$ cat src/rtl/core/ils_pkg.sv
package ils_pkg;

  // payload widths
  localparam int OP_W    = 3;
  localparam int POS_W   = 9;
  localparam int VAL_W   = 32;
  localparam int ST_W    = 2;
  localparam int COUNT_W = 9;

  // operation codes
  localparam logic [OP_W-1:0] OP_READ   = 3'd0;
  localparam logic [OP_W-1:0] OP_WRITE  = 3'd1;
  localparam logic [OP_W-1:0] OP_APPEND = 3'd2;
  localparam logic [OP_W-1:0] OP_INSERT = 3'd3;
  localparam logic [OP_W-1:0] OP_REMOVE = 3'd4;

  // status codes
  localparam logic [ST_W-1:0] ST_OK    = 2'd0;
  localparam logic [ST_W-1:0] ST_FULL  = 2'd1;
  localparam logic [ST_W-1:0] ST_RANGE = 2'd2;

endpackage

$ cat src/rtl/core/ils_if.sv
interface ils_req_if;
  import ils_pkg::*;

  logic                    valid;
  logic                    ready;
  logic [OP_W-1:0]         operation;
  logic [POS_W-1:0]        position;
  logic signed [VAL_W-1:0] value_in;

  modport source (output valid, output operation, output position, output value_in,
                  input ready);
  modport sink (input valid, input operation, input position, input value_in,
                output ready);
endinterface

interface ils_rsp_if;
  import ils_pkg::*;

  logic                    valid;
  logic                    ready;
  logic signed [VAL_W-1:0] read_value;
  logic [ST_W-1:0]         status;
  logic [COUNT_W-1:0]      item_count;

  modport source (output valid, output read_value, output status, output item_count,
                  input ready);
  modport sink (input valid, input read_value, input status, input item_count,
                output ready);
endinterface

$ cat src/rtl/core/ils_ctrl.sv
module ils_ctrl #(
  parameter int CAPACITY = 256,
  localparam int AW      = $clog2(CAPACITY),
  localparam int CW      = $clog2(CAPACITY + 1)
) (
  input  logic                        clk,
  input  logic                        rst,
  ils_req_if.sink                     req,
  ils_rsp_if.source                   rsp,
  output logic                        mem_we,
  output logic [AW-1:0]               mem_waddr,
  output logic [ils_pkg::VAL_W-1:0]   mem_wdata,
  output logic [AW-1:0]               mem_raddr,
  input  logic [ils_pkg::VAL_W-1:0]   mem_rdata
);
  import ils_pkg::*;

  localparam int XW = (CW > POS_W) ? CW : POS_W;

  typedef enum logic [2:0] {
    S_IDLE, S_RD_WAIT, S_INS, S_INS_LAST, S_REM_HEAD, S_REM, S_FIN
  } state_t;

  state_t           state;
  logic [CW-1:0]    cnt;
  logic [AW-1:0]    rd_ptr;
  logic [AW-1:0]    wr_addr;
  logic [AW-1:0]    pos_r;
  logic [VAL_W-1:0] val_r;
  logic [VAL_W-1:0] res_value;
  logic [ST_W-1:0]  res_status;

  logic            accept;
  logic [XW-1:0]   pos_x;
  logic [XW-1:0]   cnt_x;
  logic            pos_lt;
  logic            pos_le;
  logic            full;
  logic            more_rem;
  logic [ST_W-1:0] res_status_next;
  state_t          accept_state;
  logic            grow_now;
  logic            rsp_load;

  assign req.ready = (state == S_IDLE);
  assign accept    = req.valid && req.ready;
  assign pos_x     = XW'(req.position);
  assign cnt_x     = XW'(cnt);
  assign pos_lt    = pos_x < cnt_x;
  assign pos_le    = pos_x <= cnt_x;
  assign full      = (cnt == CW'(CAPACITY));
  // another entry above rd_ptr still to move down
  assign more_rem  = (CW'(rd_ptr) + CW'(1)) < cnt;
  assign rsp_load  = (state == S_FIN) && (!rsp.valid || rsp.ready);

  // decode of the request seen in idle
  always_comb begin
    res_status_next = ST_OK;
    accept_state    = S_FIN;
    case (req.operation)
      OP_READ: begin
        if (pos_lt) begin
          accept_state = S_RD_WAIT;
        end else begin
          res_status_next = ST_RANGE;
        end
      end
      OP_WRITE: begin
        if (!pos_lt) begin
          res_status_next = ST_RANGE;
        end
      end
      OP_APPEND: begin
        if (full) begin
          res_status_next = ST_FULL;
        end
      end
      OP_INSERT: begin
        if (full) begin
          res_status_next = ST_FULL;
        end else if (!pos_le) begin
          res_status_next = ST_RANGE;
        end else if (pos_x != cnt_x) begin
          accept_state = S_INS;
        end
      end
      OP_REMOVE: begin
        if (pos_lt) begin
          accept_state = S_REM_HEAD;
        end else begin
          res_status_next = ST_RANGE;
        end
      end
      default: begin
      end
    endcase
  end

  // append, or insert at the end, finishes in one write
  assign grow_now = (res_status_next == ST_OK) && (accept_state == S_FIN) &&
                    ((req.operation == OP_APPEND) || (req.operation == OP_INSERT));

  // memory port control
  always_comb begin
    mem_we    = 1'b0;
    mem_waddr = wr_addr;
    mem_wdata = mem_rdata;
    mem_raddr = rd_ptr + AW'(1);
    case (state)
      S_IDLE: begin
        mem_raddr = AW'(pos_x);
        if (accept) begin
          case (req.operation)
            OP_WRITE: begin
              mem_we    = pos_lt;
              mem_waddr = AW'(pos_x);
              mem_wdata = req.value_in;
            end
            OP_APPEND: begin
              mem_we    = !full;
              mem_waddr = AW'(cnt);
              mem_wdata = req.value_in;
            end
            OP_INSERT: begin
              // insert at the end needs no shift
              mem_we    = !full && (pos_x == cnt_x);
              mem_waddr = AW'(pos_x);
              mem_wdata = req.value_in;
              mem_raddr = AW'(cnt - CW'(1));
            end
            default: begin
            end
          endcase
        end
      end
      S_INS: begin
        mem_we    = 1'b1;
        mem_raddr = rd_ptr - AW'(1);
      end
      S_INS_LAST: begin
        mem_we    = 1'b1;
        mem_waddr = pos_r;
        mem_wdata = val_r;
      end
      S_REM: begin
        mem_we = 1'b1;
      end
      default: begin
      end
    endcase
  end

  always_ff @(posedge clk) begin
    if (rst) begin
      state     <= S_IDLE;
      cnt       <= '0;
      rsp.valid <= 1'b0;
    end else begin
      if (rsp_load) begin
        rsp.valid <= 1'b1;
      end else if (rsp.valid && rsp.ready) begin
        rsp.valid <= 1'b0;
      end
      case (state)
        S_IDLE: begin
          if (accept) begin
            res_value  <= '0;
            res_status <= res_status_next;
            pos_r      <= AW'(pos_x);
            val_r      <= req.value_in;
            state      <= accept_state;
            if (accept_state == S_INS) begin
              rd_ptr  <= AW'(cnt - CW'(1));
              wr_addr <= AW'(cnt);
            end else begin
              rd_ptr <= AW'(pos_x);
            end
            if (grow_now) begin
              cnt <= cnt + CW'(1);
            end
          end
        end
        S_RD_WAIT: begin
          res_value <= mem_rdata;
          state     <= S_FIN;
        end
        S_INS: begin
          // entry at rd_ptr is being moved up this cycle
          if (rd_ptr > pos_r) begin
            wr_addr <= rd_ptr;
            rd_ptr  <= rd_ptr - AW'(1);
          end else begin
            state <= S_INS_LAST;
          end
        end
        S_INS_LAST: begin
          cnt   <= cnt + CW'(1);
          state <= S_FIN;
        end
        S_REM_HEAD: begin
          res_value <= mem_rdata;
          if (more_rem) begin
            wr_addr <= rd_ptr;
            rd_ptr  <= rd_ptr + AW'(1);
            state   <= S_REM;
          end else begin
            cnt   <= cnt - CW'(1);
            state <= S_FIN;
          end
        end
        S_REM: begin
          if (more_rem) begin
            wr_addr <= rd_ptr;
            rd_ptr  <= rd_ptr + AW'(1);
          end else begin
            cnt   <= cnt - CW'(1);
            state <= S_FIN;
          end
        end
        S_FIN: begin
          if (rsp_load) begin
            rsp.read_value <= res_value;
            rsp.status     <= res_status;
            rsp.item_count <= COUNT_W'(cnt);
            state          <= S_IDLE;
          end
        end
        default: begin
          state <= S_IDLE;
        end
      endcase
    end
  end

  a_count_bound: assert property (@(posedge clk) disable iff (rst)
    cnt <= CW'(CAPACITY))
    else $error("item count above capacity");

  a_count_step: assert property (@(posedge clk) disable iff (rst)
    !$past(rst) |-> (cnt == $past(cnt)) || (cnt == $past(cnt) + CW'(1)) ||
                    (cnt + CW'(1) == $past(cnt)))
    else $error("item count moved by more than one");

  a_ins_order: assert property (@(posedge clk) disable iff (rst)
    (state == S_INS) |-> (rd_ptr >= pos_r) &&
                         (CW'(wr_addr) == CW'(rd_ptr) + CW'(1)))
    else $error("insert shift addresses out of order");

  a_full_status: assert property (@(posedge clk) disable iff (rst)
    (state == S_FIN && res_status == ST_FULL) |-> full)
    else $error("full status while store not full");

endmodule

$ cat src/flat_wrapper.sv
// flat-port wrapper written by rule: the top's interface ports become plain ports
module ils_ctrl_flat import ils_pkg::*;
#(
  parameter int CAPACITY = 256,
  localparam int AW      = $clog2(CAPACITY),
  localparam int CW      = $clog2(CAPACITY + 1)
)
  (clk, rst, mem_we, mem_waddr, mem_wdata, mem_raddr, mem_rdata, req_valid, req_operation, req_position, req_value_in, req_ready, rsp_valid, rsp_read_value, rsp_status, rsp_item_count, rsp_ready);
  ils_req_if req_i ();
  ils_rsp_if rsp_i ();
  input  logic clk;
  input  logic rst;
  output logic mem_we;
  output logic [AW-1:0] mem_waddr;
  output logic [ils_pkg::VAL_W-1:0] mem_wdata;
  output logic [AW-1:0] mem_raddr;
  input  logic [ils_pkg::VAL_W-1:0] mem_rdata;
  input wire logic [$bits(req_i.valid)-1:0] req_valid;
  input wire logic [$bits(req_i.operation)-1:0] req_operation;
  input wire logic [$bits(req_i.position)-1:0] req_position;
  input wire logic [$bits(req_i.value_in)-1:0] req_value_in;
  output wire logic [$bits(req_i.ready)-1:0] req_ready;
  output wire logic [$bits(rsp_i.valid)-1:0] rsp_valid;
  output wire logic [$bits(rsp_i.read_value)-1:0] rsp_read_value;
  output wire logic [$bits(rsp_i.status)-1:0] rsp_status;
  output wire logic [$bits(rsp_i.item_count)-1:0] rsp_item_count;
  input wire logic [$bits(rsp_i.ready)-1:0] rsp_ready;
  assign req_i.valid = req_valid;
  assign req_i.operation = req_operation;
  assign req_i.position = req_position;
  assign req_i.value_in = req_value_in;
  assign req_ready = req_i.ready;
  assign rsp_valid = rsp_i.valid;
  assign rsp_read_value = rsp_i.read_value;
  assign rsp_status = rsp_i.status;
  assign rsp_item_count = rsp_i.item_count;
  assign rsp_i.ready = rsp_ready;
  ils_ctrl #(.CAPACITY(CAPACITY)) u_core (.clk(clk), .rst(rst), .req(req_i), .rsp(rsp_i), .mem_we(mem_we), .mem_waddr(mem_waddr), .mem_wdata(mem_wdata), .mem_raddr(mem_raddr), .mem_rdata(mem_rdata));
endmodule
$ cat config.mk
export PLATFORM = sky130hd
export DESIGN_NAME = ils_ctrl_flat
export DESIGN_NICKNAME = d
export VERILOG_FILES = /design/src/rtl/core/ils_pkg.sv /design/src/rtl/core/ils_if.sv /design/src/rtl/core/ils_ctrl.sv /design/src/flat_wrapper.sv
export SDC_FILE = /design/constraint.sdc
export NUM_CORES = 1
export LEC_CHECK = 0
export ABC_AREA = 1
export BUFFER_PORTS_ARGS = -buffer_cell sky130_fd_sc_hd__buf_2
export CORE_UTILIZATION = 50
export DETAILED_ROUTE_END_ITERATION = 10
export GPL_TIMING_DRIVEN = 0
export PLACE_DENSITY = 0.83
export SLEW_MARGIN = 5
export SYNTH_ARGS = -nofsm -noshare
export SYNTH_HDL_FRONTEND = slang
export SYNTH_SLANG_ARGS = --single-unit
$ cat constraint.sdc
create_clock -name clk -period 4.1 [get_ports clk]
set_input_delay 0.41 -clock clk [delete_from_list [all_inputs] [get_ports clk]]
set_output_delay 0.41 -clock clk [all_outputs]
set_load 0.01 [all_outputs]
After elaboration in Yosys (flattened, before gate mapping)
Cells that the tools add are included.
{ "totals": {"reg_bits": 146, "in_bits": 80, "output_inout_bits": 94} }
{ "classes": {"n_addsub": 5, "order_cmp": 4, "n_eq_ne": 24, "muxes": 47, "n_bitwise": 1, "reduce_logical": 31} }
{ "ops": {"columns": ["cell", "n"], "rows": [
  ["$pmux 32 s2", 2],
  ["$mux 32", 3],
  ["$mux 8", 11],
  ["$pmux 8 s2", 3],
  ["$pmux 8 s3", 2],
  ["$mux 9", 3],
  ["$pmux 9 s3", 1],
  ["$mux 3", 8],
  ["$lt 9x9->1", 2],
  ["$pmux 3 s6", 1],
  ["$eq 3x2->1 const B", 5],
  ["$eq 3x3->1 const B", 5],
  ["$ne 2x2->1 const B", 6],
  ["$mux 2", 5],
  ["$add 8x1->9 const B", 1],
  ["$add 9x1->9 const B", 1],
  ["$eq 9x9->1", 1],
  ["$eq 9x9->1 const B", 1],
  ["$le 9x9->1", 1],
  ["$ne 9x9->1", 1],
  ["$pmux 3 s3", 1],
  ["$reduce_and 3->1", 3],
  ["$reduce_or 3->1", 3],
  ["$sub 9x1->9 const B", 1],
  ["other kinds (21)", 41]
]} }

Longest topological paths before layout
Gate-level depths: netlist (run 1).
{ "logic_depth": {"depth_word": 11, "depth_mapped": 17, "mapped_depth_nobuf": 17} }

Worst setup path after synthesis (run 1)
No wires, ideal clock.
{ "synth_timing": {"path_type": "register to register", "from": "register u_core.state[2]", "to": "register u_core.rsp.item_count[0] (enable)", "setup_time_ps": 497, "arrival_time_ps": 3607, "setup_slack_ps": -4, "stages_incl_launch_ff": 6, "path_buffers": 1, "period_less_slack_ps": 4104, "path_cell_list": "dfxtp_1 -> buf_4 -> nand2_1 -> nor2_1 -> inv_1 -> nor3_1"} }
{ "synth_between": {"elab_chain_len": 3} }
{ "synth_rtl": {"columns": ["item", "line", "rtl"], "rows": [
  ["from (decl)", "ils_ctrl.sv:24", "state_t state;"],
  ["from (signal assigned)", "ils_ctrl.sv:171", "state <= accept_state;"],
  ["$eq 3x3->1 *", "ils_ctrl.sv:54, ils_ctrl.sv:164", null],
  ["$logic_and 1x1->1", "ils_ctrl.sv:54", "assign rsp_load = (state == S_FIN) && (!rsp.valid || rsp.ready);"],
  ["$reduce_and 3->1 (no source line) *", null, null],
  ["to (signal assigned)", "ils_ctrl.sv:224", "rsp.item_count <= COUNT_W'(cnt);"],
  ["to (decl)", "ils_if.sv:25", "modport source (output valid, output read_value, output status, output item_count,"]
]} }
Mark *: on every way between the ends. The rest lies on a longest branch, timed or not.
A chain may end at the register's enable or synchronous reset.

Worst setup path in the final report (run 1)
{ "layout_timing": {"from": "register u_core.rd_ptr[2]", "to": "register u_core.wr_addr[1] (enable)"} }
{ "layout_between": {"elab_chain_len": 4} }
{ "layout_rtl": {"columns": ["item", "line", "rtl"], "rows": [
  ["from (decl)", "ils_ctrl.sv:26", "logic [AW-1:0] rd_ptr;"],
  ["from (signal assigned)", "ils_ctrl.sv:173", "rd_ptr <= AW'(cnt - CW'(1));"],
  ["from (signal assigned)", "ils_ctrl.sv:176", "rd_ptr <= AW'(pos_x);"],
  ["from (signal assigned)", "ils_ctrl.sv:191", "rd_ptr <= rd_ptr - AW'(1);"],
  ["$add 8x1->9", "ils_ctrl.sv:53", "assign more_rem = (CW'(rd_ptr) + CW'(1)) < cnt;"],
  ["$lt 9x9->1", "ils_ctrl.sv:53", null],
  ["$ne 2x1->1 (no source line)", null, null],
  ["$reduce_and 6->1 (no source line) *", null, null],
  ["to (signal assigned)", "ils_ctrl.sv:174", "wr_addr <= AW'(cnt);"],
  ["to (signal assigned)", "ils_ctrl.sv:190", "wr_addr <= rd_ptr;"],
  ["to (signal assigned)", "ils_ctrl.sv:203", "wr_addr <= rd_ptr;"],
  ["to (decl)", "ils_ctrl.sv:27", "logic [AW-1:0] wr_addr;"]
]} }
Marks and branches as above.

==> flow_metrics.py, run 1 <==
metrics = {
    "cts": {
        "cts_buffer_depth": 2,
        "numCtsBuffers": 17,
        "worstSkewPairLatency_ns": 0.42,
        "cts_hold_buf": 0,
        "cts_resized": 0,
        "htreeDepth": 4,
        "ctsRootBufferMaster": "clkbuf_16",
        "clkSinkCount": 146,
        "cts_tree": "built",
        "clkTransAtPathRegs_ns": 0.06,
        "cts_setup_buffers": 0,
    },
    "synth": {
        "synth_edf_count": 133,
        "synthCells": 836,
        "synthFlopType": "edfxtp_1",
        "ys_types": 40,
        "syn-num-nets": 945,
        "syn_avg_cell_area_um2": 9.56,
        "yosys_warnings": 0,
        "synth_top_area_share": 0.500,
        "synth_top_area_cell": "edfxtp_1",
        "ys_ff_latch": 146,
        "synth_area_um2": 7990,
        "synth.top_cells.by_area": "edfxtp_1 (50%), nand2_1 (8.1%), inv_1 (7.0%)",
        "ys_seq_area_frac": 0.532,
        "synthArstFlopShare": 0,
    },
    "setup_path": {
        "worstPathMaxFanout": 9,
        "critPathMaxStageDelay_ns": 0.55,
        "path_cells": "inv_1, nor3_1, nand4_1, nor2_1, nand2_1, nand2_1, inv_1, ha_1, nand2_1, a21oi_1, nor2_1, nand3_1, a21oi_2, and2_1",
        "critical_path.startpoint_type": "register",
        "crit_family": "simple AND/OR/NAND/NOR gates",
        "cp.buffers_inverters": 2,
        "crit_top_cell": "nand2_1",
        "critPathCaptureType": "register",
        "cp.arrival_ns": 3.89,
        "crit_path_top_delay_cell": "a21oi_2",
        "worstSetupPathType": "register to register",
        "required_ns": 4.18,
    },
    "layout": {
        "final_area_um2": 9790,
        "area_growth_pct": 22.5,
        "final_common_cell": "buf_2",
        "mostFrequentLayoutCells": "buf_2 (185), nand2_1 (173), inv_1 (148)",
        "final_cells": 1256,
        "nets": 1141,
        "layout-drive-gt1-share": 0.274,
        "antenna_cells": 0,
    },
    "power_and_ir_drop": {
        "clock_power_share": 0.211,
        "p_total_mw": 6.78,
        "p_sw_mw": 2.83,
        "p_sw_frac": 0.417,
        "combPwrFrac": 0.450,
        "irDropWorstVdd_mv": 0.341,
        "power_leakage_nw": 4.41,
        "p_int_mw": 3.95,
        "p_per_area_nw_per_um2": 692,
        "seq_power_share": 0.339,
    },
    "grt": {
        "overflow": 0,
        "grt_start_max_net_pins": 28,
        "antenna_found_initial": 0,
        "track_usage": 0.268,
        "grt_pass1_vias": 6288,
        "grt_first_pass_wirelength_um": 33200,
    },
    "drt": {
        "via_per_inst": 5.39,
        "first_pass_iters": 7,
        "drt-wirelength-per-cell_um": 17.1,
        "route.vias.total": 6766,
        "drtIter0Drc": 583,
        "drc": 0,
        "routed_wl_um": 21500,
        "drtAntennaViolNets": 0,
    },
    "place": {
        "place_congestion": 1.06,
        "dp_hpwl_um": 16500,
        "dpl_cell_area_um2": 9240,
        "portBuffers": 173,
        "place_ws_ns": 0.0283,
        "dp_cells": 1224,
    },
    "sta": {
        "fin_setup_tns_ns": 0,
        "worstMarginPinSlew_ns": 0.930,
        "slew_violations": 0,
        "setup_viol": 0,
        "max-slew-margin-rel": 0.378,
        "min_period_over_period": 0.930,
        "timing.fmax_mhz": 262,
        "skew_ns": 0.00897,
        "rsz0062_at_grt": "false",
        "worst_slack_ns": 0.285,
        "hold_viol_final": 0,
        "fin_crit_ns": 3.81,
    },
    "floorplanning": {
        "fp.dieArea_um2": 16500,
        "dieWidth_um": 128,
        "dieHeight_um": 128,
        "ios": 174,
        "placementRows": 45,
        "core_um2": 15400,
        "initial_core_util": 0.520,
    },
    "run_status": {
        "status": "finished, final reports clean",
    },
    "hold_path": {
        "hp-class": "primary input to register",
    },
    "run": {
        "maxCapViolations": 0,
    },
}
[flip-flops by register name, summed over array words and instances, names as in the netlist]
register               flops
u_core.res_value          32
u_core.rsp.read_value     32
u_core.val_r              32
u_core.cnt                 9
u_core.rsp.item_count      9
u_core.pos_r               8
u_core.rd_ptr              8
u_core.wr_addr             8
u_core.state               3
u_core.res_status          2
u_core.rsp.status          2
u_core.rsp.valid           1
[metrics by stage]
step | util | hold WS, ns
after floorplan | - | 0.400
after global placement | 0.594 | 0.400
after detailed placement | 0.601 | 0.405
after CTS | 0.636 | 0.162
after global routing | 0.637 | 0.156
final | 0.637 | 0.178
[power groups by stage]
stage / clock, mW / combinational (mW) / sequential, mW
2_1_floorplan: 0 / 2.03 / 2.29
3_3_place_gp: 0 / 2.87 / 2.33
3_5_place_dp: 0 / 3.00 / 2.33
4_1_cts: 1.45 / 3.02 / 2.30
5_1_grt: 1.52 / 3.40 / 2.32
6_report: 1.43 / 3.05 / 2.30
[worst reg2reg max path, delay by kind of cell, from the launching register on]
family                   cells  cell delay (ns)
AO/OA/AOI/OAI                2             0.59
adder cells (fa/ha/maj)      1             0.26
buffers and inverters        2             0.19
flip-flops                   1             0.53
AND/OR/NAND/NOR              9             1.89
[cell type report]
cell class                 count  area, µm²
buffer                        28        176
clock buffer                  18        429
clock inverter                14        118
fill                        1242       5590
inverter                     154        578
multi-input combinational    508       3020
sequential                   146       4250
tap                          211        264
timing repair buffer         177        951
[per-layer routing]
metal / part of all wire / GRT usage / vias up / wire length, µm
met5: 0 / 0 / - / 0
met3: 0.072 / 0.0532 / 39 / 1560
met4: 0.027 / 0.102 / 0 / 573
met2: 0.50 / 0.459 / 296 / 10700
met1: 0.40 / 0.337 / 3203 / 8710
li1: - / - / 3228 / -
[cell usage after synthesis, types with 2 or more instances]
library cell and n:
nand2_1 173, inv_1 148, edfxtp_1 133, nor2_1 89, nand3_1 44, o21ai_0 32, ha_1 29, o221ai_2 28
nand4_1 20, a21oi_1 19, dfxtp_1 13, buf_2 12, o221ai_1 12, xor2_1 10, a22oi_1 8, buf_6 6
nand3_2 5, nor2_2 5, o211ai_1 5, buf_1 4, inv_2 4, nand2_2 4, nor3_1 4, a21o_1 3
buf_4 3, clkbuf_1 3, o2111ai_1 3, and2_1 2, clkinv_1 2, o21ai_1 2, or2_2 2
[kinds of logic after synthesis]
kind of cell / Yosys count / synth area share
fa+ha+maj: 29 / 0.0454
compound gates: 115 / 0.121
simple gates: 353 / 0.195
flops: 146 / 0.532
xor+xnor: 11 / 0.0121
buf+inv: 182 / 0.0944
[path summary, 6_finish.rpt]
kind                        startpoint                        end  slack [ns]  depth (start not counted)
hold reg to reg   u_core.res_value[31]  u_core.rsp.read_value[31]        0.41                          0
setup / recovery      u_core.rd_ptr[2]          u_core.wr_addr[1]        0.29                         14
setup reg to reg      u_core.rd_ptr[2]          u_core.wr_addr[1]        0.29                         14
hold / removal         req_value_in[1]            u_core.val_r[1]        0.18                          1
Note: power is estimated with default switching activity, not from simulation.
==> run 2, diff against run 1 <==
--- a/config.mk
+++ b/config.mk
@@ -10,7 +10,7 @@
 export CORE_UTILIZATION = 50
 export DETAILED_ROUTE_END_ITERATION = 10
 export GPL_TIMING_DRIVEN = 0
-export PLACE_DENSITY = 0.83
+export PLACE_DENSITY = 0.85
 export SLEW_MARGIN = 5
 export SYNTH_ARGS = -nofsm -noshare
 export SYNTH_HDL_FRONTEND = slang
==> constraint.sdc (replaced) <==
create_clock -name clk -period 3.3 [get_ports clk]
set_input_delay 0.33 -clock clk [delete_from_list [all_inputs] [get_ports clk]]
set_output_delay 0.33 -clock clk [all_outputs]
set_load 0.01 [all_outputs]
==> run 2 against run 1 <==
Compared with the run above: hold slack worse by 0.079 ns; register-to-register slack worse by 0.11 ns; cell count up 0.24%; global-route usage up 0.64 points; critical path type unchanged; critical endpoint is now u_core.wr_addr[2]; largest power group unchanged.
==> flow_metrics.py, run 2 (same netlist as run 1, synthesis figures left out) <==
metrics = {
    "sta": {
        "worst_slack_ns": 0.175,
        "holdWs_ns": 0.0993,
        "setup_viol": 0,
        "skew_ns": 0.00525,
        "hold_viol_final": 0,
        "worstMarginPinSlew_ns": 0.933,
        "max-slew-margin-rel": 0.376,
        "fin_crit_ns": 3.12,
        "timing.fmax_mhz": 320,
        "slew_violations": 0,
        "min_period_over_period": 0.947,
        "rsz0062_at_grt": "false",
    },
    "setup_path": {
        "required_ns": 3.41,
        "cp.arrival_ns": 3.24,
        "critPathCaptureType": "register",
        "critical_path.startpoint_type": "register",
        "worstPathMaxFanout": 8,
        "worstSetupPathType": "register to register",
    },
    "drt": {
        "route.vias.total": 6934,
        "drtIter0Drc": 663,
        "via_per_inst": 5.51,
        "drt-wirelength-per-cell_um": 17.9,
        "drtAntennaViolNets": 0,
        "first_pass_iters": 5,
        "drc": 0,
        "routed_wl_um": 22500,
    },
    "layout": {
        "final_common_cell": "buf_2",
        "largest_registers": "u_core.res_value x32, u_core.rsp.read_value x32, u_core.val_r x32",
        "final_area_um2": 9880,
        "layout-drive-gt1-share": 0.277,
        "area_growth_pct": 23.7,
        "nets": 1142,
        "mostFrequentLayoutCells": "buf_2 (185), nand2_1 (173), inv_1 (148)",
    },
    "cts": {
        "ctsRootBufferMaster": "clkbuf_16",
        "clkSinkCount": 146,
        "htreeDepth": 4,
        "cts_buffer_depth": 2,
        "worstSkewPairLatency_ns": 0.42,
        "clkTransAtPathRegs_ns": 0.06,
        "cts_hold_buf": 0,
        "cts_tree": "built",
        "numCtsBuffers": 17,
    },
    "floorplanning": {
        "placementRows": 45,
        "initial_core_util": 0.520,
        "dieHeight_um": 128,
        "ios": 174,
        "dieWidth_um": 128,
        "fp.dieArea_um2": 16500,
        "core_um2": 15400,
    },
    "grt": {
        "grt_pass1_vias": 6507,
        "grt_first_pass_wirelength_um": 33700,
        "busiest_layer": "met2",
        "use_met2": 0.464,
        "grtUsageMet3": 0.0586,
        "overflow": 0,
        "antenna_found_initial": 1,
        "track_usage": 0.275,
        "grt_util_met1": 0.323,
        "grt_start_max_net_pins": 25,
    },
    "hold_path": {
        "hp-class": "primary input to register",
    },
    "place": {
        "dp_hpwl_um": 16900,
        "dpl_cell_area_um2": 9230,
        "place_congestion": 0.977,
        "place_ws_ns": -0.769,
        "portBuffers": 173,
    },
    "power_and_ir_drop": {
        "power_leakage_nw": 4.46,
        "p_per_area_nw_per_um2": 880,
        "irDropWorstVdd_mv": 0.511,
    },
    "run_status": {
        "status": "finished, final reports clean",
    },
    "run": {
        "maxCapViolations": 0,
    },
}
## run 2: cell types whose count changed in the layout (fill, tap and decap cells not counted), moves of 2 or more
cell        delta
clkinvlp_4     -4
clkbuf_16      +3
inv_6          -3
clkbuf_8       +2
diode_2        +2
inv_4          +2
inv_8          -2
## run 2: routing by layer
| layer | wire [µm] | share of wire |
|---|---|---|
| met4 | 1010 | 0.045 |
| met3 | 1830 | 0.081 |
| met1 | 8710 | 0.39 |
| met2 | 11000 | 0.49 |
| met5 | 0 | 0 |
## run 2: through the flow
| step | std cells | utilization | setup TNS [ns] | power [mW] |
|---|---|---|---|---|
| global route | 1258 | 0.643 | 0 | 9.21 |
| finish | 1259 | 0.643 | 0 | 8.70 |
| floorplan | 836 | - | 0 | 5.37 |
| CTS | 1257 | 0.642 | 0 | 8.65 |
| detailed placement | 1224 | 0.601 | -8.71 | 6.62 |
| global placement | 1220 | 0.594 | -52.43 | 6.46 |
## run 2: worst max-delay path, cell delays in order (launching register included)
cell      delay [ns]
edfxtp_1        0.42
inv_1           0.20
nor3_2          0.28
nand4_1         0.17
o21ai_0         0.20
nand2_1         0.16
inv_1           0.09
ha_1            0.22
nand2_1         0.09
a21oi_1         0.05
nor2_2          0.21
nand3_1         0.24
a21oi_4         0.20
and2_2          0.29
## run 2: path summary, 6_finish.rpt
| path | startpoint | end | slack [ns] | cells after the start |
|---|---|---|---|---|
| setup reg to reg | u_core.rd_ptr[0] | u_core.wr_addr[2] | 0.18 | 13 |
| hold / removal | req_value_in[25] | u_core.val_r[25] | 0.1 | 1 |
| hold reg to reg | u_core.res_value[28] | u_core.rsp.read_value[28] | 0.42 | 0 |
| setup / recovery | u_core.rd_ptr[0] | u_core.wr_addr[2] | 0.18 | 13 |
## run 2: cell type report
class                           count  area (µm²)
Timing Repair Buffer              178         955
Antenna cell                        2        5.00
Inverter                          154         578
Clock inverter                      8        82.6
Buffer                             28         176
Tap cell                          211         264
Sequential cell                   146        4250
Fill cell                        1233        5490
Clock buffer                       24         536
Multi-Input combinational cell    508        3030
## run 2: power by group
| group | internal (mW) | leakage, nW | switching [mW] |
|---|---|---|---|
| clock network | 1.22 | 0.308 | 0.754 |
| logic | 1.30 | 2.81 | 2.56 |
| registers | 2.64 | 1.34 | 0.218 |
## run 2: repair_timing
| item | CTS | global route |
|---|---|---|
| setup endpoints to repair | 16 | 16 |
| buffers inserted | 1 | 0 |
| pin swaps | 1 | 0 |
| gates resized for setup | 3 | 2 |
